### src/rtl/mpq_pkg.sv
`timescale 1ns / 1ps

package mpq_pkg;

  // Command codes
  typedef enum logic {
    CMD_ENQUEUE = 1'b0,
    CMD_DEQUEUE = 1'b1
  } cmd_e;

  // Result status codes
  typedef enum logic [1:0] {
    ST_OK    = 2'd0,
    ST_FULL  = 2'd1,
    ST_EMPTY = 2'd2
  } status_e;

  // Marker for "no value": all ones
  localparam logic signed [31:0] EMPTY_MARK = 32'hFFFF_FFFF;

  typedef struct packed {
    logic               command;
    logic signed [31:0] value;
  } in_item_t;

  typedef struct packed {
    logic signed [31:0] removed_value;
    logic signed [31:0] top_value;
    logic [3:0]         entry_count;
    logic [1:0]         status;
  } out_item_t;

  // Sequencer to scan unit
  typedef struct packed {
    logic clear;
    logic data_vld;
  } scan_ctrl_t;

  // Scan unit to sequencer
  typedef struct packed {
    logic hit_seen;
    logic shift_wr;
    logic any_next;
  } scan_stat_t;

endpackage

### src/rtl/mpq_scan.sv
`timescale 1ns / 1ps

// Shared compare unit: one stored entry per cycle. Finds the first entry equal
// to the key (the entry being removed), flags later entries for the shift down,
// and keeps the earliest largest of the remaining entries.
module mpq_scan (
  input  logic               clk_i,
  input  logic               rst_ni,
  input  mpq_pkg::scan_ctrl_t ctrl_i,
  input  logic signed [31:0] data_i,
  input  logic signed [31:0] key_i,
  output mpq_pkg::scan_stat_t stat_o,
  output logic signed [31:0] best_o
);
  import mpq_pkg::*;

  logic               found_q, found_d;
  logic               any_q, any_d;
  logic signed [31:0] best_q, best_d;
  logic               hit;
  logic               take;

  // First match of the key is the removed entry; it is left out of the max
  assign hit  = ctrl_i.data_vld & ~found_q & (data_i == key_i);
  assign take = ctrl_i.data_vld & ~hit & (~any_q | (data_i > best_q));

  always_comb begin
    if (ctrl_i.clear) begin
      found_d = 1'b0;
      any_d   = 1'b0;
    end else begin
      found_d = found_q | hit;
      any_d   = any_q | (ctrl_i.data_vld & ~hit);
    end
    best_d = take ? data_i : best_q;
  end

  always_ff @(posedge clk_i or negedge rst_ni) begin
    if (!rst_ni) begin
      found_q <= 1'b0;
      any_q   <= 1'b0;
    end else begin
      found_q <= found_d;
      any_q   <= any_d;
    end
  end

  always_ff @(posedge clk_i) begin
    best_q <= best_d;
  end

  assign stat_o.hit_seen = found_q | hit;
  assign stat_o.shift_wr = ctrl_i.data_vld & found_q;
  assign stat_o.any_next = any_d;
  assign best_o          = best_d;

endmodule

### src/rtl/max_priority_queue_core.sv
`timescale 1ns / 1ps

// Channel   Dir  Signals                              Item
// input     in   in_valid_i, in_stall_o, in_item_i    command, value
// output    out  out_valid_o, out_stall_i, out_item_o removed, top, count, status
//
// Enqueue, full drop and empty dequeue go from accept straight to publish. Other
// dequeues first make one pass over the entry memory (one read a cycle) that finds
// the removed entry, shifts the later ones down and recomputes the largest value.
// Reset clears the count and the control state; entry contents stay undefined.
// A result waits in the output register while out_stall_i is high; the next item
// is accepted meanwhile and held at its end until the register frees up.
module max_priority_queue_core #(
  parameter int DEPTH = 8
) (
  input  logic               clk_i,
  input  logic               rst_ni,
  input  logic               in_valid_i,
  output logic               in_stall_o,
  input  mpq_pkg::in_item_t  in_item_i,
  output logic               out_valid_o,
  input  logic               out_stall_i,
  output mpq_pkg::out_item_t out_item_o
);
  import mpq_pkg::*;

  localparam int AW = (DEPTH > 1) ? $clog2(DEPTH) : 1;
  localparam int CW = $clog2(DEPTH + 1);

  typedef enum logic [2:0] {
    S_IDLE   = 3'b001,
    S_SCAN   = 3'b010,
    S_FINISH = 3'b100
  } state_e;

  state_e             state_q, state_d;
  logic [CW-1:0]      occ_q, occ_d;
  logic signed [31:0] top_q, top_d;
  logic [CW-1:0]      rd_cnt_q, rd_cnt_d;
  logic               rd_vld_q, rd_vld_d;
  logic [AW-1:0]      rd_idx_q, rd_idx_d;
  logic signed [31:0] removed_q, removed_d;
  logic [1:0]         status_q, status_d;
  logic               out_valid_q, out_valid_d;
  out_item_t          out_item_q, out_item_d;

  // Entry memory, arrival order
  logic signed [31:0] mem_q [DEPTH];
  logic signed [31:0] mem_rdata_q;
  logic               mem_we, mem_re;
  logic [AW-1:0]      mem_waddr, mem_raddr;
  logic signed [31:0] mem_wdata;

  scan_ctrl_t         scan_ctrl;
  scan_stat_t         scan_stat;
  logic signed [31:0] scan_best;

  logic               accept;
  logic               last_data;
  logic               publish;
  logic [CW+3:0]      count_ext;

  assign accept    = in_valid_i & (state_q == S_IDLE);
  assign last_data = rd_vld_q & (CW'(rd_idx_q) == (occ_q - 1'b1));
  assign publish   = (state_q == S_FINISH) & (~out_valid_q | ~out_stall_i);

  mpq_scan u_scan (
    .clk_i  (clk_i),
    .rst_ni (rst_ni),
    .ctrl_i (scan_ctrl),
    .data_i (mem_rdata_q),
    .key_i  (top_q),
    .stat_o (scan_stat),
    .best_o (scan_best)
  );

  // Sequencer
  always_comb begin
    state_d         = state_q;
    occ_d           = occ_q;
    top_d           = top_q;
    rd_cnt_d        = rd_cnt_q;
    rd_vld_d        = 1'b0;
    rd_idx_d        = rd_idx_q;
    removed_d       = removed_q;
    status_d        = status_q;
    mem_we          = 1'b0;
    mem_waddr       = occ_q[AW-1:0];
    mem_wdata       = in_item_i.value;
    mem_re          = 1'b0;
    mem_raddr       = rd_cnt_q[AW-1:0];
    scan_ctrl.clear    = 1'b0;
    scan_ctrl.data_vld = 1'b0;

    unique case (state_q)
      S_IDLE: begin
        if (accept) begin
          removed_d = EMPTY_MARK;
          status_d  = ST_OK;
          state_d   = S_FINISH;
          if (in_item_i.command == CMD_DEQUEUE) begin
            if (occ_q == '0) begin
              status_d = ST_EMPTY;
            end else begin
              // cached top is the value leaving
              removed_d       = top_q;
              rd_cnt_d        = '0;
              scan_ctrl.clear = 1'b1;
              state_d         = S_SCAN;
            end
          end else begin
            if (occ_q == CW'(DEPTH)) begin
              status_d = ST_FULL;
            end else begin
              mem_we = 1'b1;
              occ_d  = occ_q + 1'b1;
              if ((occ_q == '0) || (in_item_i.value > top_q)) begin
                top_d = in_item_i.value;
              end
            end
          end
        end
      end
      S_SCAN: begin
        // issue one read per cycle
        if (rd_cnt_q < occ_q) begin
          mem_re   = 1'b1;
          rd_vld_d = 1'b1;
          rd_idx_d = rd_cnt_q[AW-1:0];
          rd_cnt_d = rd_cnt_q + 1'b1;
        end
        // consume the returned entry; later entries move down one place
        scan_ctrl.data_vld = rd_vld_q;
        if (scan_stat.shift_wr) begin
          mem_we    = 1'b1;
          mem_waddr = rd_idx_q - 1'b1;
          mem_wdata = mem_rdata_q;
        end
        if (last_data) begin
          occ_d    = occ_q - 1'b1;
          top_d    = scan_stat.any_next ? scan_best : top_q;
          rd_vld_d = 1'b0;
          state_d  = S_FINISH;
        end
      end
      S_FINISH: begin
        if (publish) begin
          state_d = S_IDLE;
        end
      end
      default: begin
        state_d = S_IDLE;
      end
    endcase
  end

  // Output register
  assign count_ext = {4'b0, occ_q};
  always_comb begin
    out_valid_d = out_valid_q & out_stall_i;
    out_item_d  = out_item_q;
    if (publish) begin
      out_valid_d              = 1'b1;
      out_item_d.removed_value = removed_q;
      out_item_d.top_value     = (occ_q == '0) ? EMPTY_MARK : top_q;
      out_item_d.entry_count   = count_ext[3:0];
      out_item_d.status        = status_q;
    end
  end

  always_ff @(posedge clk_i or negedge rst_ni) begin
    if (!rst_ni) begin
      state_q     <= S_IDLE;
      occ_q       <= '0;
      rd_cnt_q    <= '0;
      rd_vld_q    <= 1'b0;
      out_valid_q <= 1'b0;
    end else begin
      state_q     <= state_d;
      occ_q       <= occ_d;
      rd_cnt_q    <= rd_cnt_d;
      rd_vld_q    <= rd_vld_d;
      out_valid_q <= out_valid_d;
    end
  end

  always_ff @(posedge clk_i) begin
    top_q      <= top_d;
    rd_idx_q   <= rd_idx_d;
    removed_q  <= removed_d;
    status_q   <= status_d;
    out_item_q <= out_item_d;
  end

  // Entry memory: one write, one registered read
  always_ff @(posedge clk_i) begin
    if (mem_we) begin
      mem_q[mem_waddr] <= mem_wdata;
    end
    if (mem_re) begin
      mem_rdata_q <= mem_q[mem_raddr];
    end
  end

  assign in_stall_o  = (state_q != S_IDLE);
  assign out_valid_o = out_valid_q;
  assign out_item_o  = out_item_q;

  // Checks
  a_occ_bound: assert property (@(posedge clk_i) disable iff (!rst_ni)
    occ_q <= CW'(DEPTH))
    else $error("entry count above depth");

  a_removed_found: assert property (@(posedge clk_i) disable iff (!rst_ni)
    (state_q == S_SCAN) && last_data |-> scan_stat.hit_seen)
    else $error("dequeue pass ended without finding the top entry");

  a_enq_count: assert property (@(posedge clk_i) disable iff (!rst_ni)
    accept && (in_item_i.command == CMD_ENQUEUE) && (occ_q != CW'(DEPTH))
    |=> occ_q == $past(occ_q) + 1'b1)
    else $error("enqueue did not grow the count");

  a_publish_free: assert property (@(posedge clk_i) disable iff (!rst_ni)
    publish |=> out_valid_q && (state_q == S_IDLE))
    else $error("result not loaded on publish");

endmodule
### config.mk
export PLATFORM = sky130hd
export DESIGN_NAME = max_priority_queue_core
export DESIGN_NICKNAME = d
export VERILOG_FILES = /design/src/rtl/mpq_pkg.sv /design/src/rtl/mpq_scan.sv /design/src/rtl/max_priority_queue_core.sv
export SDC_FILE = /design/constraint.sdc
export NUM_CORES = 1
export LEC_CHECK = 0
export ABC_AREA = 1
export BUFFER_PORTS_ARGS = -buffer_cell sky130_fd_sc_hd__buf_4
export CAP_MARGIN = 20
export CORE_MARGIN = 4
export CORE_UTILIZATION = 60
export CTS_CLUSTER_DIAMETER = 30
export DETAILED_ROUTE_END_ITERATION = 10
export HOLD_SLACK_MARGIN = 0.15
export PLACE_DENSITY = 0.81
export SYNTH_ARGS = -nofsm -noshare
export SYNTH_HDL_FRONTEND = slang
export SYNTH_SLANG_ARGS = --single-unit
export TNS_END_PERCENT = 1
### constraint.sdc
create_clock -name clk_i -period 7 [get_ports clk_i]
set_clock_uncertainty 0.15 [all_clocks]
set_input_delay 0.35 -clock clk_i [delete_from_list [all_inputs] [get_ports clk_i]]
set_output_delay 0.35 -clock clk_i [all_outputs]
set_load 0.02 [all_outputs]
==> reports/qor.txt <==
Initial DRC count = 1790
Pint = 6.45 mW
R2r setup slk = 2.83 ns
Setup CP Type = flop to flop
Final total negative setup slack = 0 ns
Final min period = 4.17 ns
Final total power = 9.51 mW
Layout net count = 2083
Worst min path class = flop to flop
Switch share = 32.2%
Routed vias/inst = 5.83
Die H = 192 um
Reg2reg end = mem_q[6][8]
Largest net degree at the start of global routing = 100
Most common cell after layout, fill and taps aside = edfxtp_1
Worst min-delay path endpoint = out_item_o[58]
Setup-failing EPs final = 0
Area of the mapped netlist = 20400 um2
Finished Layout Cells = 2480
Comb pwr share = 23.3%
Worst Setup End Kind = flop
Share of layout cells above drive strength 1 = 14.2%
RSZ-0062 raised after global routing = no
Vias in the first global route = 14100
Drt wl/cell = 19.9 um
Clk Latency, worst-skew pair = 0.58 ns
Synth Net Count = 1918
Status = complete, no violations
Via count = 14500
Clock Power Share = 37.1%
CTS sink cnt = 474
N_diodes = 0
Slew headroom = 23.6%
Placer Congestion = 0.908
Pwr per Cell Area = 385 nW/um2
# DRC = 0
Worst Path Max Fanout = 71
Arrival time worst endpoint = 4.30 ns
Yosys top cell area share = 62.8%
Ys async rst share = 3.16%
FF+latch count, synth = 474
CTS tree = done
Top_reg_cell synth = edfxtp_1
Area growth syn-to-layout = 20.9%
R2R cell count = 10
Post-Route WL = 49300 um
Leakage = 9.78 nW
Placeable Area = 33500 um2
# port buffers = 108
Post-layout util = 73.6%
Startpoint types = flop
Detail Route Antenna Nets = 0
Hold Vio Cnt, Final = 0
Reg power frac = 39.6%
Synth Area per Inst = 11.3 um2
DP Wirelength = 28900 um
Worst-Margin Slew = 1.13 ns
Critical Path, Cell by Cell = nor3_4, buf_4, inv_2, nor2_4, nand2_2, buf_4, o21ai_0, nand2_1, nor2_4, buf_16
Initial antenna violation count = 0
CTS-repair resized insts = 0
Most frequent cells in the layout = edfxtp_1 (427), nand2_1 (284), nor2_1 (251), o21ai_0 (180), inv_1 (138)
Period utilisation layout = 59.5%
Worst Path Buf+Inv = 4
Max Fclk = 240 MHz
Ys Warns = 0
WL met2 = 23700 um
HP Start = removed_q[20]
Worst R2R Start = state_q[2]
Total GRT Usage = 26.3%
Metal-1 WL = 19000 um
Total gr overflow = 0
Total CTS buffers = 71
Worst path required time = 7.13 ns
WHS Path Cells = 0
Design area = 24700 um2
NetSw = 3.06 mW
Max cap viols = 0
VDD IR max = 226 uV
Clk root buf = clkbuf_16
Core Rows = 67
Number of enable flip-flop cells after synthesis = 427
CTS clock-pin slew for the worst setup and hold paths = 0.05 ns
CP max-delay cell = nor2_4
Max H-tree Level = 3
WL met3 = 5120 um
Die Footprint = 37000 um2
Width of the chip = 192 um
Initial Util = 60.9%
Placed cell area = 21600 um2
IO Pins = 109
CP max stage delay = 0.57 ns
Critical path's top delay family = buffers and inverters
Slew Limit Fails = 0
First-pass GRT wire length = 75300 um
Top cells by area, synth = edfxtp_1 (63%), nand2_1 (5.2%), nor2_1 (4.8%)
Library cells used by synthesis = 41
CTS Buffer Depth = 3
Post-placement cell count = 2295
TritonRoute pass-1 iters = 8
Top sig layer = met4
Register area share after synthesis = 67.8%
Mapped Cells = 1810
Leading area contributor after synthesis = edfxtp_1
state kept, by name, summed over array words and instances, names as in the netlist, 3 cells and up:
register and count:
mem_q 256, out_item_o 70, mem_rdata_q 32, removed_q 32, top_q 32, u_scan.best_q 32
occ_q 4, rd_cnt_q 4, rd_idx_q 3, state_q 3
layer usage:
layer / GRT usage (%) / vias up
met5: 0 / -
met4: 9.43 / 0
met3: 5.28 / 140
met2: 43.2 / 808
met1: 35.2 / 6861
li1: - / 6658
synth_stat cells (all sizes together) (3+ instances only):
cell	n
edfxtp	427
nand2	287
nor2	262
o21ai	180
inv	143
nand3	111
ha	71
clkbuf	66
a21oi	38
o22ai	36
a31oi	32
and2	32
dfxtp	32
xor2	19
buf	17
dfrtp	14
nor3	14
nand4	9
o211ai	3
timing repair:
action,in CTS,in global routing
buffers inserted,0,0
endpoints found under the hold margin,83,0
hold buffers,38,0
worst max-delay path by stage:
stage                     slack [ns]  depth (start not counted)            to       start
after floorplan                 1.94                         10      top_q[0]  state_q[0]
after global placement          2.83                          9  mem_q[2][10]  state_q[2]
after detailed placement        2.77                          9  mem_q[2][11]  state_q[2]
after CTS                       2.73                          9  mem_q[2][27]  state_q[2]
after global routing            2.59                         10  mem_q[6][24]  state_q[2]
final                           2.83                         10   mem_q[6][8]  state_q[2]
metrics by stage:
stage | setup WS [ns] | hold WS, ns
2_1_floorplan | 1.94 | -0.0956
3_3_place_gp | 2.83 | 0.0671
3_5_place_dp | 2.77 | 0.0710
4_1_cts | 2.73 | 0.268
5_1_grt | 2.59 | 0.271
6_report | 2.83 | 0.267
cell families (layout without fill, tap and decap cells):
group | Yosys count | after routing | synth area share [%]
AOI/OAI and AO/OA | 298 | 298 | 7.90
xor gates and xnor gates | 21 | 21 | 0.901
adders and majority gates | 71 | 71 | 4.35
buffers and inverters | 226 | 448 | 4.30
and+or+nand+nor | 720 | 720 | 14.8
DFF | 474 | 474 | 67.8
power by group through the flow:
| stage | Clock [mW] | Sequential, mW | Combinational (mW) |
|---|---|---|---|
| floorplan | 0 | 3.81 | 1.44 |
| global placement | 0 | 3.80 | 2.00 |
| detailed placement | 0 | 3.81 | 2.09 |
| CTS | 3.56 | 3.76 | 2.15 |
| global route | 3.71 | 3.79 | 2.45 |
| finish | 3.53 | 3.77 | 2.21 |
final cells by class:
cell class / instances / area, um2
Clock buffer: 77 / 1820
Clock inverter: 53 / 608
Fill cell: 1985 / 8850
Inverter: 143 / 537
Multi-Input combinational cell: 1110 / 5790
Sequential cell: 474 / 13800
Tap cell: 448 / 561
Timing Repair Buffer: 175 / 1520
Power figures use the tool's default switching activity.
